`src/rtl/core/nsf_pkg.sv`:
```
// nsf_pkg: shared widths and register indexes for the substring finder
// used by the channel interfaces and the top level; no dependencies
`timescale 1ns / 1ps

package nsf_pkg;

    localparam int BYTE_BITS  = 8;
    localparam int KEY_BITS   = 64;
    localparam int SIZE_BITS  = 4;
    localparam int COUNT_BITS = 32;
    localparam int START_BITS = 32;
    localparam int CFG_INDEX_BITS = 1;

    typedef enum logic [CFG_INDEX_BITS-1:0] {
        CFG_KEY_BYTES = 1'b0,
        CFG_KEY_SIZE  = 1'b1
    } cfg_index_t;

endpackage

```
`src/rtl/core/nsf_if.sv`:
```
// nsf_in_if / nsf_out_if: valid/ready channels for text bytes and match results
// depends on nsf_pkg for field widths
`timescale 1ns / 1ps

interface nsf_in_if;
    logic                          valid;
    logic                          ready;
    logic [nsf_pkg::BYTE_BITS-1:0] text_byte;
    logic                          final_byte;

    modport source (output valid, output text_byte, output final_byte, input ready);
    modport sink   (input valid, input text_byte, input final_byte, output ready);
endinterface

interface nsf_out_if;
    logic                           valid;
    logic                           ready;
    logic                           match_found;
    logic [nsf_pkg::START_BITS-1:0] match_start;
    logic [nsf_pkg::COUNT_BITS-1:0] match_total;
    logic                           text_done;

    modport source (output valid, output match_found, output match_start,
                    output match_total, output text_done, input ready);
    modport sink   (input valid, input match_found, input match_start,
                    input match_total, input text_done, output ready);
endinterface

```
`src/rtl/core/nonoverlap_substring_finder.sv`:
```
// nonoverlap_substring_finder: streaming leftmost non-overlapping key search
// depends on nsf_pkg and the channel interfaces in nsf_if.sv
`timescale 1ns / 1ps
//
// usage
//   in_ch carries one text byte per transaction, with final_byte marking the
//   last byte of a text. out_ch carries one result transaction for every byte
//   at which a match ends or that is final; other bytes give no result.
//   the key (key_bytes, index 0) and its length (key_size, index 1) are set
//   through the write port cfg_we / cfg_index / cfg_data while the block idles.
// timing
//   a result appears on out_ch in the cycle after its byte is taken. one byte
//   is taken every cycle while no result stalls; the window compare and counter
//   updates sit between the state registers and the single output register.
// reset
//   rst_n clears the position, holdoff and match counters, empties the output
//   register and sets key_size to 1 and the key to zero.
// stall
//   while a result waits and out_ch.ready is low, in_ch.ready is low; as soon
//   as the result is taken a new byte may enter in the same cycle.
//
module nonoverlap_substring_finder #(
    parameter int MAX_KEY_BYTES = 8,
    parameter int POSITION_BITS = 32
) (
    input  logic                              clk,
    input  logic                              rst_n,
    input  logic                              cfg_we,
    input  logic [nsf_pkg::CFG_INDEX_BITS-1:0] cfg_index,
    input  logic [nsf_pkg::KEY_BITS-1:0]      cfg_data,
    nsf_in_if.sink                            in_ch,
    nsf_out_if.source                         out_ch
);

    localparam int SUB_BITS = (POSITION_BITS > nsf_pkg::START_BITS)
                              ? POSITION_BITS : nsf_pkg::START_BITS;
    localparam logic [nsf_pkg::SIZE_BITS-1:0] MAX_SIZE =
        nsf_pkg::SIZE_BITS'(MAX_KEY_BYTES);

    // configuration
    logic [nsf_pkg::KEY_BITS-1:0]  key_reg;
    logic [nsf_pkg::SIZE_BITS-1:0] key_size_reg;

    // text state
    logic [nsf_pkg::BYTE_BITS-1:0] recent_reg [MAX_KEY_BYTES];
    logic [POSITION_BITS-1:0]      bytes_seen_reg, bytes_seen_next;
    logic [nsf_pkg::SIZE_BITS-1:0] holdoff_reg, holdoff_next;
    logic [nsf_pkg::COUNT_BITS-1:0] found_count_reg, found_count_next;

    // output register
    logic                            out_valid_reg;
    logic                            out_found_reg;
    logic [nsf_pkg::START_BITS-1:0]  out_start_reg;
    logic [nsf_pkg::COUNT_BITS-1:0]  out_total_reg;
    logic                            out_done_reg;

    logic                            in_fire;
    logic                            out_fire;
    logic [nsf_pkg::BYTE_BITS-1:0]   win [MAX_KEY_BYTES];
    logic [MAX_KEY_BYTES-1:0]        size_match;
    logic [nsf_pkg::SIZE_BITS-1:0]   eff_size;
    logic [nsf_pkg::SIZE_BITS-1:0]   eff_size_m1;
    logic                            window_hit;
    logic                            hit;
    logic [SUB_BITS-1:0]             start_wide;
    logic                            emit;

    assign in_ch.ready = !out_valid_reg || out_ch.ready;
    assign in_fire     = in_ch.valid && in_ch.ready;
    assign out_fire    = out_valid_reg && out_ch.ready;

    // effective key length, clamped to 1..MAX_KEY_BYTES
    always_comb
    begin
        if (key_size_reg == '0)
        begin
            eff_size = nsf_pkg::SIZE_BITS'(1);
        end
        else if (key_size_reg > MAX_SIZE)
        begin
            eff_size = MAX_SIZE;
        end
        else
        begin
            eff_size = key_size_reg;
        end
    end

    assign eff_size_m1 = eff_size - nsf_pkg::SIZE_BITS'(1);

    // window, newest byte first
    always_comb
    begin
        win[0] = in_ch.text_byte;
        for (int i = 1; i < MAX_KEY_BYTES; i++)
        begin
            win[i] = recent_reg[i-1];
        end
    end

    // one compare set per candidate key length
    always_comb
    begin
        for (int kk = 1; kk <= MAX_KEY_BYTES; kk++)
        begin
            size_match[kk-1] = 1'b1;
            for (int j = 0; j < kk; j++)
            begin
                if (win[kk-1-j] != key_reg[nsf_pkg::BYTE_BITS*j +: nsf_pkg::BYTE_BITS])
                begin
                    size_match[kk-1] = 1'b0;
                end
            end
        end
    end

    always_comb
    begin
        window_hit = 1'b0;
        for (int kk = 1; kk <= MAX_KEY_BYTES; kk++)
        begin
            if (eff_size == nsf_pkg::SIZE_BITS'(kk))
            begin
                window_hit = size_match[kk-1];
            end
        end
    end

    assign hit = (holdoff_reg == '0)
              && (bytes_seen_reg >= POSITION_BITS'(eff_size_m1))
              && window_hit;

    assign start_wide = SUB_BITS'(bytes_seen_reg) - SUB_BITS'(eff_size_m1);
    assign emit       = hit || in_ch.final_byte;

    always_comb
    begin
        if (holdoff_reg != '0)
        begin
            holdoff_next = holdoff_reg - nsf_pkg::SIZE_BITS'(1);
        end
        else if (hit)
        begin
            holdoff_next = eff_size_m1;
        end
        else
        begin
            holdoff_next = holdoff_reg;
        end

        if (hit && (found_count_reg != '1))
        begin
            found_count_next = found_count_reg + nsf_pkg::COUNT_BITS'(1);
        end
        else
        begin
            found_count_next = found_count_reg;
        end

        if (bytes_seen_reg != '1)
        begin
            bytes_seen_next = bytes_seen_reg + POSITION_BITS'(1);
        end
        else
        begin
            bytes_seen_next = bytes_seen_reg;
        end
    end

    // configuration registers
    always_ff @(posedge clk or negedge rst_n)
    begin
        if (!rst_n)
        begin
            key_reg      <= '0;
            key_size_reg <= nsf_pkg::SIZE_BITS'(1);
        end
        else if (cfg_we)
        begin
            case (nsf_pkg::cfg_index_t'(cfg_index))
                nsf_pkg::CFG_KEY_BYTES: key_reg      <= cfg_data;
                nsf_pkg::CFG_KEY_SIZE:  key_size_reg <= cfg_data[nsf_pkg::SIZE_BITS-1:0];
                default:                key_reg      <= key_reg;
            endcase
        end
    end

    // text state and output valid
    always_ff @(posedge clk or negedge rst_n)
    begin
        if (!rst_n)
        begin
            bytes_seen_reg  <= '0;
            holdoff_reg     <= '0;
            found_count_reg <= '0;
            out_valid_reg   <= 1'b0;
        end
        else
        begin
            if (in_fire)
            begin
                if (in_ch.final_byte)
                begin
                    bytes_seen_reg  <= '0;
                    holdoff_reg     <= '0;
                    found_count_reg <= '0;
                end
                else
                begin
                    bytes_seen_reg  <= bytes_seen_next;
                    holdoff_reg     <= holdoff_next;
                    found_count_reg <= found_count_next;
                end
            end

            if (in_fire && emit)
            begin
                out_valid_reg <= 1'b1;
            end
            else if (out_fire)
            begin
                out_valid_reg <= 1'b0;
            end
        end
    end

    // byte history and result payload
    always_ff @(posedge clk)
    begin
        if (in_fire)
        begin
            for (int i = 0; i < MAX_KEY_BYTES; i++)
            begin
                recent_reg[i] <= win[i];
            end
        end

        if (in_fire && emit)
        begin
            out_found_reg <= hit;
            out_start_reg <= hit ? start_wide[nsf_pkg::START_BITS-1:0] : '0;
            out_total_reg <= found_count_next;
            out_done_reg  <= in_ch.final_byte;
        end
    end

    assign out_ch.valid       = out_valid_reg;
    assign out_ch.match_found = out_found_reg;
    assign out_ch.match_start = out_start_reg;
    assign out_ch.match_total = out_total_reg;
    assign out_ch.text_done   = out_done_reg;

    // checks
    a_found_has_total: assert property (@(posedge clk) disable iff (!rst_n)
        out_valid_reg && out_found_reg |-> out_total_reg != '0)
        else $error("match reported with zero total");

    a_final_clears: assert property (@(posedge clk) disable iff (!rst_n)
        in_fire && in_ch.final_byte |=> bytes_seen_reg == '0 && found_count_reg == '0
                                        && holdoff_reg == '0)
        else $error("text state not cleared after final byte");

    a_holdoff_bound: assert property (@(posedge clk) disable iff (!rst_n)
        holdoff_reg <= MAX_SIZE - nsf_pkg::SIZE_BITS'(1))
        else $error("holdoff beyond key length");

    a_stall_blocks_input: assert property (@(posedge clk) disable iff (!rst_n)
        out_valid_reg && !out_ch.ready |-> !in_ch.ready)
        else $error("input taken while result stalled");

    a_no_hit_in_holdoff: assert property (@(posedge clk) disable iff (!rst_n)
        in_fire && hit && !in_ch.final_byte |=> holdoff_reg == $past(eff_size_m1))
        else $error("holdoff not armed after match");

endmodule

```
`src/flat_wrapper.sv`:
```
// flat-port wrapper written by rule: the top's interface ports become plain ports
module nonoverlap_substring_finder_flat 
#(
    parameter int MAX_KEY_BYTES = 8,
    parameter int POSITION_BITS = 32
)
  (clk, rst_n, cfg_we, cfg_index, cfg_data, in_ch_valid, in_ch_text_byte, in_ch_final_byte, in_ch_ready, out_ch_valid, out_ch_match_found, out_ch_match_start, out_ch_match_total, out_ch_text_done, out_ch_ready);
  nsf_in_if in_ch_i ();
  nsf_out_if out_ch_i ();
  input  logic clk;
  input  logic rst_n;
  input  logic cfg_we;
  input  logic [nsf_pkg::CFG_INDEX_BITS-1:0] cfg_index;
  input  logic [nsf_pkg::KEY_BITS-1:0] cfg_data;
  input wire logic [$bits(in_ch_i.valid)-1:0] in_ch_valid;
  input wire logic [$bits(in_ch_i.text_byte)-1:0] in_ch_text_byte;
  input wire logic [$bits(in_ch_i.final_byte)-1:0] in_ch_final_byte;
  output wire logic [$bits(in_ch_i.ready)-1:0] in_ch_ready;
  output wire logic [$bits(out_ch_i.valid)-1:0] out_ch_valid;
  output wire logic [$bits(out_ch_i.match_found)-1:0] out_ch_match_found;
  output wire logic [$bits(out_ch_i.match_start)-1:0] out_ch_match_start;
  output wire logic [$bits(out_ch_i.match_total)-1:0] out_ch_match_total;
  output wire logic [$bits(out_ch_i.text_done)-1:0] out_ch_text_done;
  input wire logic [$bits(out_ch_i.ready)-1:0] out_ch_ready;
  assign in_ch_i.valid = in_ch_valid;
  assign in_ch_i.text_byte = in_ch_text_byte;
  assign in_ch_i.final_byte = in_ch_final_byte;
  assign in_ch_ready = in_ch_i.ready;
  assign out_ch_valid = out_ch_i.valid;
  assign out_ch_match_found = out_ch_i.match_found;
  assign out_ch_match_start = out_ch_i.match_start;
  assign out_ch_match_total = out_ch_i.match_total;
  assign out_ch_text_done = out_ch_i.text_done;
  assign out_ch_i.ready = out_ch_ready;
  nonoverlap_substring_finder #(.MAX_KEY_BYTES(MAX_KEY_BYTES), .POSITION_BITS(POSITION_BITS)) u_core (.clk(clk), .rst_n(rst_n), .cfg_we(cfg_we), .cfg_index(cfg_index), .cfg_data(cfg_data), .in_ch(in_ch_i), .out_ch(out_ch_i));
endmodule
```
`config.mk`:
```
export PLATFORM = sky130hd
export DESIGN_NAME = nonoverlap_substring_finder_flat
export DESIGN_NICKNAME = d
export VERILOG_FILES = /design/src/rtl/core/nsf_pkg.sv /design/src/rtl/core/nsf_if.sv /design/src/rtl/core/nonoverlap_substring_finder.sv /design/src/flat_wrapper.sv
export SDC_FILE = /design/constraint.sdc
export NUM_CORES = 1
export LEC_CHECK = 0
export BUFFER_PORTS_ARGS = -buffer_cell sky130_fd_sc_hd__clkbuf_2
export CAP_MARGIN = 20
export CORE_MARGIN = 2
export CORE_UTILIZATION = 65
export CTS_CLUSTER_DIAMETER = 80
export DETAILED_ROUTE_END_ITERATION = 8
export GPL_TIMING_DRIVEN = 0
export HOLD_SLACK_MARGIN = 0.15
export PLACE_DENSITY = 0.92
export RECOVER_POWER = 50
export SYNTH_ARGS = -nofsm -noshare
export SYNTH_HDL_FRONTEND = slang
export SYNTH_SLANG_ARGS = --single-unit
```
`constraint.sdc`:
```
create_clock -name clk -period 11.9 [get_ports clk]
set_input_delay 0.595 -clock clk [delete_from_list [all_inputs] [get_ports clk]]
set_output_delay 0.595 -clock clk [all_outputs]
set_load 0.005 [all_outputs]
```
==> impl_metrics.json, run 1 <==
{
  "grt_pass1_vias": 12027,
  "yosysUniqueCellTypes": 69,
  "synth_top_family_by_area": "XOR/XNOR gates",
  "fin_crit_ns": 5.12,
  "ir_worst_vdd_v": 0.000144,
  "post_cts_resized": 0,
  "reg2reg_depth": 18,
  "yosysWarnings": 0,
  "fin_crit_sh": 0.430,
  "cp-end-kind": "flip-flop",
  "die_w_um": 157,
  "synth.most_common_cell": "xnor2_1",
  "ys_seq_area_frac": 0.468,
  "syn_to_final_growth_pct": 12.9,
  "dp.final_hpwl_um": 33900,
  "postRouteAntennaNets": 0,
  "finalHoldViolCount": 0,
  "wl_um": 48300,
  "syn_nets": 1502,
  "cts_buffer_depth": 3,
  "largest_register_ffs": 64,
  "initial_core_util": 0.665,
  "portBuffers": 146,
  "rsz0062_at_grt": "no",
  "ctsHtreeMaxLevel": 1,
  "synthAdderAreaFrac": 0.0112,
  "grt_pass1_wl_um": 73300,
  "final_area_um2": 17100,
  "avgRoutedWirePerCell_um": 25.1,
  "tns_ns": 0,
  "drv_cap": 1,
  "grt-ovfl-total": 0,
  "synth_top_area_frac": 0.242,
  "die_y_um": 157,
  "max_freq_mhz": 195,
  "hp-class": "input port to flip-flop",
  "arrival_ns": 5.37,
  "synth.cell_area_um2": 15200,
  "viasPerCell": 6.40,
  "yosys.area_share.simple": 0.160,
  "worstSetupPathType": "flip-flop to flip-flop",
  "relSlewSlack": -0.815,
  "worstPathRequired_ns": 12.15,
  "cts-root-buf": "clkbuf_16",
  "postCtsHoldBufs": 1,
  "synth.area.mux_share": 0.0533,
  "fill_cells": 1547,
  "p_leak_nw": 6.72,
  "antennaDiodeCount": 0,
  "setup_viol": 0,
  "num-nets-final": 1681,
  "synth.area.top_cells": "edfxtp_1 (24%), dfrtp_1 (22%), xnor2_1 (13%)",
  "synth-xor-area-share": 0.214,
  "post_cts_buffers": 0,
  "synthArstFlopShare": 0.529,
  "hold_depth": 1,
  "dieArea_um2": 24500,
  "synth_edf_count": 122,
  "synth_flop_cell": "dfrtp_1",
  "coreArea_um2": 22800,
  "synth_common_cells": "xnor2_1 (229), xor2_1 (142), dfrtp_1 (136)",
  "gp_congestion": 1.04,
  "status": "complete, but fails checks",
  "violations": "capacitance limit, slew limit",
  "yosysTopAreaCell": "edfxtp_1",
  "grt_max_degree": 95,
  "maxSlewViolCount": 44,
  "power_density_nw_per_um2": 151,
  "vias": 12303,
  "synth_cells": 1410,
  "avgSynthCellArea_um2": 10.7,
  "cts_tree": "yes",
  "antenna_found_initial": 0,
  "cts_buffers": 27,
  "synth_compound_area_frac": 0.0504,
  "clkTransAtPathRegs_ns": 0.06,
  "drt-pass1-iter-count": 8,
  "fin_skew_ns": 0.0259,
  "clock_sinks": 259,
  "drive_gt1_frac": 0.163,
  "worstMarginPinSlew_ns": 2.72,
  "setup.worst_path.start_class": "flip-flop",
  "global_route.usage.total": 0.401,
  "placementRows": 55,
  "pin_count": 147,
  "place_area_um2": 16400,
  "drc": 0,
  "synth.ff_latch_count": 259,
  "worstPathMaxFanout": 36,
  "drt_iter0_drc": 1784,
  "clk_latency_ns": 0.56
}
worst max-delay path: stages, from the launching register on:
cell and delay (ns):
dfstp_2 0.53, nor2_1 0.04, nor2_1 0.23, inv_1 0.13, ha_1 0.29, xnor2_1 0.20, ha_1 0.40, a21oi_1 0.10
nor2b_1 0.48, nor3_4 0.15, nand3_4 0.17, nand2b_4 0.17, o31ai_4 0.09, a21o_4 0.23, inv_4 0.10, buf_2 0.28
nor2_1 0.13, nor2_4 0.71, buf_12 0.31
routing by layer:
metal,track usage,part of all wire,vias to the layer above
met3,0.0734,0.11,128
met2,0.612,0.44,837
met1,0.599,0.42,6053
li1,-,-,5285
met4,0.0909,0.026,0
met5,0,0,-
report_power, final:
part,total [mW],internal [mW],switching [mW]
registers,1.11,1.03,0.0794
clock network,0.810,0.456,0.354
logic,0.661,0.262,0.400
total,2.58,1.75,0.833
through the flow:
stage / util / total power [mW] / worst slack (ns) / hold WS, ns / cells
final: 0.751 / 2.58 / 6.78 / 0.238 / 1923
after global routing: 0.751 / 2.66 / 6.52 / 0.232 / 1923
after CTS: 0.755 / 2.57 / 6.83 / 0.230 / 1923
after detailed placement: 0.719 / 1.76 / 6.89 / 0.426 / 1872
after global placement: 0.714 / 1.74 / 4.08 / 0.426 / 1869
after floorplan: - / 1.54 / 5.78 / 0.299 / 1410
layout make-up:
| class | instances | area, um^2 | area share |
|---|---|---|---|
| timing repair buffer | 150 | 736 | 0.0430 |
| buffer | 123 | 558 | 0.0326 |
| inverter | 23 | 88.8 | 0.00519 |
| sequential | 259 | 7090 | 0.414 |
| clock buffer | 42 | 752 | 0.0439 |
| tap | 313 | 392 | 0.0229 |
| clock inverter | 8 | 73.8 | 0.00431 |
| multi-input combinational | 1005 | 7420 | 0.434 |
final timing paths:
kind	endpoint	from	slack, ns
max	u_core.out_ch.match_start[5]	u_core.key_size_reg[0]	6.78
max reg2reg	u_core.out_ch.match_start[5]	u_core.key_size_reg[0]	6.78
min	u_core.recent_reg[0][2]	in_ch_text_byte[2]	0.24
min in group asynchronous	u_core.key_reg[38]	rst_n	1.46
min reg2reg	u_core.recent_reg[1][2]	u_core.recent_reg[0][10]	0.44
max in group asynchronous	u_core.key_reg[45]	rst_n	8.87
cell families after synthesis:
group                      Yosys count
and+or+nand+nor                    448
buffers and inverters              146
other                                1
DFF                                259
muxes                               72
xor gates and xnor gates           371
AOI/OAI and AO/OA                  100
adders and majority gates           13
layout by cell type, fill, tap and decap left out, types with 6 or more instances in the layout:
cell | Yosys | routed
dfrtp_1 | 136 | 136
a21oi_1 | 14 | 14
and2_1 | 18 | 18
o211ai_1 | 8 | 8
nor4_1 | 42 | 42
nor3_1 | 26 | 26
edfxtp_1 | 122 | 122
clkbuf_2 | 0 | 82
and3_1 | 29 | 29
nand2b_1 | 7 | 7
or3_1 | 6 | 6
nand4_1 | 67 | 67
and4_1 | 15 | 15
nor2_1 | 100 | 99
clkbuf_16 | 0 | 27
xor2_1 | 142 | 142
inv_1 | 22 | 22
clkbuf_1 | 70 | 146
nor2b_1 | 8 | 8
xnor2_1 | 229 | 229
nand3_1 | 35 | 35
o21ai_0 | 18 | 18
ha_1 | 12 | 12
mux2_2 | 69 | 69
nand2_1 | 72 | 72
or4_1 | 6 | 6
buf_2 | 44 | 44
Note: power is estimated with default switching activity, not from simulation.
==> run 2, diff against run 1 <==
--- a/config.mk
+++ b/config.mk
@@ -8,12 +8,12 @@
 export BUFFER_PORTS_ARGS = -buffer_cell sky130_fd_sc_hd__clkbuf_2
 export CAP_MARGIN = 20
 export CORE_MARGIN = 2
-export CORE_UTILIZATION = 65
+export CORE_UTILIZATION = 54
 export CTS_CLUSTER_DIAMETER = 80
 export DETAILED_ROUTE_END_ITERATION = 8
 export GPL_TIMING_DRIVEN = 0
 export HOLD_SLACK_MARGIN = 0.15
-export PLACE_DENSITY = 0.92
+export PLACE_DENSITY = 0.83
 export RECOVER_POWER = 50
 export SYNTH_ARGS = -nofsm -noshare
 export SYNTH_HDL_FRONTEND = slang
==> constraint.sdc (replaced) <==
create_clock -name clk -period 4.6 [get_ports clk]
set_input_delay 0.23 -clock clk [delete_from_list [all_inputs] [get_ports clk]]
set_output_delay 0.23 -clock clk [all_outputs]
set_load 0.005 [all_outputs]
==> impl_metrics.json, run 2 (synthesis gave the netlist of run 1 again) <==
{
  "status": "complete, but fails checks",
  "violations": "capacitance limit, slew limit, setup timing",
  "dieArea_um2": 29400,
  "max_freq_mhz": 216,
  "cts-root-buf": "clkbuf_16",
  "wl_um": 46500,
  "dp.final_hpwl_um": 32800,
  "initial_core_util": 0.547,
  "cts_tree": "yes",
  "path_delay_family": "simple AND/OR/NAND/NOR gates",
  "gp_congestion": 1.07,
  "path_cells": "clkbuf_1, xor2_1, nor4_1, nand4_1, nor4_1, o22ai_1, a31o_2, a21o_4, inv_4, buf_2, nor2_4, nor2_2",
  "cp_slowest_cell": "nor4_1",
  "final_common_cell": "xnor2_1",
  "global_route.usage.total": 0.320,
  "pin_count": 147,
  "finalHoldViolCount": 0,
  "ctsHtreeMaxLevel": 1,
  "path_buf_inv": 3,
  "num-nets-final": 1762,
  "worstSetupPathType": "flip-flop to flip-flop",
  "drt-pass1-iter-count": 8,
  "layout.cells.most_common_list": "xnor2_1 (228), clkbuf_1 (149), xor2_1 (142)",
  "grt_max_degree": 110,
  "hp-class": "input port to flip-flop",
  "p_leak_nw": 7.05,
  "place_ws_ns": -0.382,
  "fin_skew_ns": 0.0316,
  "worstMarginPinSlew_ns": 2.82,
  "worstPathMaxFanout": 13,
  "cts_buffers": 27,
  "arrival_ns": 4.82,
  "relSlewSlack": -0.878,
  "die_y_um": 172,
  "postRouteAntennaNets": 0,
  "drc": 0,
  "antennaDiodeCount": 0,
  "largest_register_ffs": 64,
  "cp-end-kind": "flip-flop",
  "rsz0062_at_grt": "no",
  "final_util": 0.650,
  "antenna_found_initial": 0,
  "grt_pass1_wl_um": 70400,
  "cts_buffer_depth": 3,
  "maxSlewViolCount": 139,
  "ir_worst_vdd_v": 0.000273,
  "coreArea_um2": 27700,
  "drt_iter0_drc": 1431,
  "fin_crit_ns": 4.63,
  "setup_viol": 13,
  "fin_cells": 2069,
  "power_density_nw_per_um2": 372,
  "design_power_total_mw": 6.71,
  "grt_pass1_vias": 11729,
  "clock_sinks": 259,
  "crit_top_cell": "nor4_1",
  "clk_latency_ns": 0.57,
  "portBuffers": 146,
  "grt-ovfl-total": 0,
  "fin_crit_sh": 1.01,
  "drv_cap": 2,
  "dp_cells": 1938,
  "placementRows": 61,
  "vias": 12031,
  "whs_ns": 0.210,
  "clkTransAtPathRegs_ns": 0.07,
  "die_w_um": 172,
  "viasPerCell": 5.81,
  "fin_ws_ns": -0.0254,
  "avgRoutedWirePerCell_um": 22.5,
  "setup.worst_path.start_class": "flip-flop",
  "drive_gt1_frac": 0.159,
  "slowest_delay_ns": 0.66,
  "syn_to_final_growth_pct": 18.9,
  "worstPathRequired_ns": 4.80
}
run 2: what timing repair did:
item	CTS	global route
pin swaps	2	1
resized for setup	1	5
hold endpoints to repair	215	0
hold buffers	76	0
setup endpoints to repair	66	68
cloned	1	0
buffers inserted	2	2
run 2: worst paths after layout:
| path | start | slack (ns) | end | cells past startpoint |
|---|---|---|---|---|
| worst min register to register | u_core.recent_reg[0][1] | 0.45 | u_core.recent_reg[0][9] | 0 |
| worst max-delay path | u_core.recent_reg[0][11] | -0.03 | u_core.out_ch.match_total[22] | 12 |
| min in group asynchronous | rst_n | 0.78 | u_core.key_reg[35] | 3 |
| worst min-delay path | cfg_we | 0.21 | u_core.key_size_reg[3] | 3 |
| max in group asynchronous | rst_n | 1.65 | u_core.key_reg[53] | 3 |
| worst max register to register | u_core.recent_reg[0][11] | -0.03 | u_core.out_ch.match_total[22] | 12 |
run 2: area by class of cell:
cell class / count / area (um^2)
fill: 2181 / 9690
multi-input combinational: 1006 / 7450
sequential: 259 / 7090
timing repair buffer: 230 / 1510
clock buffer: 43 / 787
buffer: 123 / 559
tap: 378 / 473
inverter: 23 / 88.8
clock inverter: 7 / 55.1
run 2: routing by layer:
layer / vias up / part of all wire / GRT usage
met4: 0 / 0.027 / 0.0973
met2: 600 / 0.44 / 0.480
met1: 5905 / 0.44 / 0.467
li1: 5437 / - / -
met5: - / 0 / 0
met3: 89 / 0.090 / 0.0633
run 2: where the power goes:
group	switching, mW	internal [mW]
combinational	0.997	0.728
clock	0.927	1.18
sequential	0.207	2.67
run 2: metrics by stage:
stage | area [um^2] | TNS, ns
global placement | 16400 | -47.51
detailed placement | 16500 | -11.81
global route | 18000 | 0
floorplan | 15200 | 0
CTS | 18100 | 0
finish | 18000 | -0.289
run 2: worst register-to-register path: stages (launching register included):
cell and delay (ns):
edfxtp_1 0.38, clkbuf_1 0.40, xor2_1 0.26, nor4_1 0.66
nand4_1 0.21, nor4_1 0.65, o22ai_1 0.16, a31o_2 0.28
a21o_4 0.23, inv_4 0.11, buf_2 0.28, nor2_4 0.09
nor2_2 0.58
==> run 3, diff against run 2 <==
--- a/config.mk
+++ b/config.mk
@@ -8,12 +8,12 @@
 export BUFFER_PORTS_ARGS = -buffer_cell sky130_fd_sc_hd__clkbuf_2
 export CAP_MARGIN = 20
 export CORE_MARGIN = 2
-export CORE_UTILIZATION = 54
+export CORE_UTILIZATION = 60
 export CTS_CLUSTER_DIAMETER = 80
 export DETAILED_ROUTE_END_ITERATION = 8
 export GPL_TIMING_DRIVEN = 0
 export HOLD_SLACK_MARGIN = 0.15
-export PLACE_DENSITY = 0.83
+export PLACE_DENSITY = 0.87
 export RECOVER_POWER = 50
 export SYNTH_ARGS = -nofsm -noshare
 export SYNTH_HDL_FRONTEND = slang
==> constraint.sdc (replaced) <==
create_clock -name clk -period 5.05 [get_ports clk]
set_input_delay 0.2525 -clock clk [delete_from_list [all_inputs] [get_ports clk]]
set_output_delay 0.2525 -clock clk [all_outputs]
set_load 0.005 [all_outputs]
==> impl_metrics.json, run 3 (synthesis gave the netlist of run 1 again) <==
{
  "hold_depth": 3,
  "grt-ovfl-total": 0,
  "initial_core_util": 0.607,
  "cts_buffer_depth": 3,
  "global_route.usage.total": 0.364,
  "p_leak_nw": 7.11,
  "tns_ns": 0,
  "cts_tree": "yes",
  "path_delay_family": "simple AND/OR/NAND/NOR gates",
  "cp-end-kind": "flip-flop",
  "holdPathEnd": "u_core.key_size_reg[1]",
  "clock_sinks": 259,
  "clk_latency_ns": 0.56,
  "drc": 0,
  "ctsHtreeMaxLevel": 1,
  "clkTransAtPathRegs_ns": 0.07,
  "dp.final_hpwl_um": 32400,
  "drv_cap": 1,
  "worstSetupPathType": "flip-flop to flip-flop",
  "grt_max_degree": 109,
  "drive_gt1_frac": 0.169,
  "reg2reg_from": "u_core.recent_reg[0][9]",
  "cts_buffers": 27,
  "setup.worst_path.start_class": "flip-flop",
  "largest_register_ffs": 64,
  "hp-class": "input port to flip-flop",
  "relSlewSlack": -0.291,
  "arrival_ns": 5.06,
  "layout.cells.most_common_list": "xnor2_1 (229), xor2_1 (142), dfrtp_1 (136)",
  "path_cells": "clkbuf_1, xor2_1, nor4_1, nand2_1, nor4_1, o22ai_1, a31o_2, a21o_4, inv_4, buf_2, nor2_2, nor2_2",
  "drt_iter0_drc": 1624,
  "portBuffers": 146,
  "reg2reg_depth": 12,
  "postRouteAntennaNets": 0,
  "timing.rr.end": "u_core.out_ch.match_total[22]",
  "post_cts_buffers": 0,
  "viasPerCell": 6.10,
  "max_freq_mhz": 205,
  "fin_crit_sh": 0.966,
  "path_buf_inv": 3,
  "worstPathMaxFanout": 15,
  "fin_skew_ns": 0.0178,
  "maxSlewViolCount": 30,
  "avgRoutedWirePerCell_um": 24.0,
  "gp_congestion": 1.11,
  "pin_count": 147,
  "antenna_found_initial": 1,
  "ff2ff_setup_slack_ns": 0.17,
  "violations": "capacitance limit, slew limit",
  "finalHoldViolCount": 0,
  "power_density_nw_per_um2": 347,
  "whs_ns": 0.258,
  "worstMarginPinSlew_ns": 1.94,
  "grt_pass1_wl_um": 72500,
  "grt_pass1_vias": 11985,
  "rsz0062_at_grt": "no",
  "die_w_um": 163,
  "final_common_cell": "xnor2_1",
  "syn_to_final_growth_pct": 18.6,
  "wl_um": 48400,
  "num-nets-final": 1756,
  "status": "complete, but fails checks",
  "drt-pass1-iter-count": 5,
  "worstPathRequired_ns": 5.23,
  "dieArea_um2": 26500,
  "placementRows": 58,
  "ir_worst_vdd_v": 0.000295,
  "cts-root-buf": "clkbuf_16",
  "vias": 12285,
  "cp_slowest_cell": "nor2_2",
  "coreArea_um2": 25000,
  "min-delay-start": "cfg_index",
  "antennaDiodeCount": 0,
  "setup_viol": 0,
  "fin_crit_ns": 4.88,
  "slowest_delay_ns": 0.75,
  "die_y_um": 163
}
-- run 3: area by class of cell --
class | instances | area [um^2]
Timing Repair Buffer | 224 | 1480
Inverter | 23 | 88.8
Sequential cell | 259 | 7090
Fill cell | 1812 | 7000
Clock buffer | 38 | 797
Multi-Input combinational cell | 1006 | 7430
Buffer | 123 | 562
Tap cell | 330 | 413
Clock inverter | 12 | 101
-- run 3: layer usage --
layer  wire length, um  vias up  global-route usage
met4              1210        0              0.0945
met5                 0        -                   0
met1             20100     5972               0.523
met3              5520       99              0.0833
met2             21600      774               0.559
li1                  -     5440                   -
-- run 3: report_power, final --
group	internal (mW)	switching (mW)	total (mW)
combinational	0.655	0.935	1.59
clock	1.15	0.865	2.02
sequential	2.43	0.188	2.62
total	4.24	1.99	6.23
-- run 3: repair_timing --
item,CTS,global route
setup endpoints to repair,0,66
hold buffers,75,0
resized for setup,0,2
hold endpoints to repair,215,0
-- run 3: worst max path at each step --
stage                            start                            end  slack (ns)  cells past startpoint
6_report       u_core.recent_reg[0][9]  u_core.out_ch.match_total[22]        0.17                     12
5_1_grt         u_core.key_size_reg[2]  u_core.out_ch.match_start[10]        0.08                     19
4_1_cts         u_core.key_size_reg[2]  u_core.out_ch.match_start[10]        0.08                     19
3_5_place_dp    u_core.key_size_reg[2]  u_core.out_ch.match_start[13]        0.13                     19
3_3_place_gp   u_core.recent_reg[0][9]   u_core.out_ch.match_start[9]       -1.12                     12
2_1_floorplan   u_core.key_size_reg[0]      u_core.out_ch.match_found        0.04                     17
-- run 3: per-stage QoR --
step           setup WS, ns  instances  power [mW]  cell area (um^2)   util
3_5_place_dp          0.134       1889        4.13             16400  0.656
4_1_cts              0.0810       2014        6.18             18000  0.722
2_1_floorplan        0.0396       1410        3.64             15200      -
5_1_grt              0.0782       2015        6.44             18000  0.720
3_3_place_gp          -1.12       1886        4.08             16300  0.653
6_report              0.171       2015        6.23             18000  0.720
-- run 3: worst reg2reg max path, cell delays in order, from the launching register on --
cell,delay [ns]
edfxtp_1,0.34
clkbuf_1,0.56
xor2_1,0.17
nor4_1,0.73
nand2_1,0.11
nor4_1,0.69
o22ai_1,0.15
a31o_2,0.29
a21o_4,0.23
inv_4,0.10
buf_2,0.27
nor2_2,0.11
nor2_2,0.75
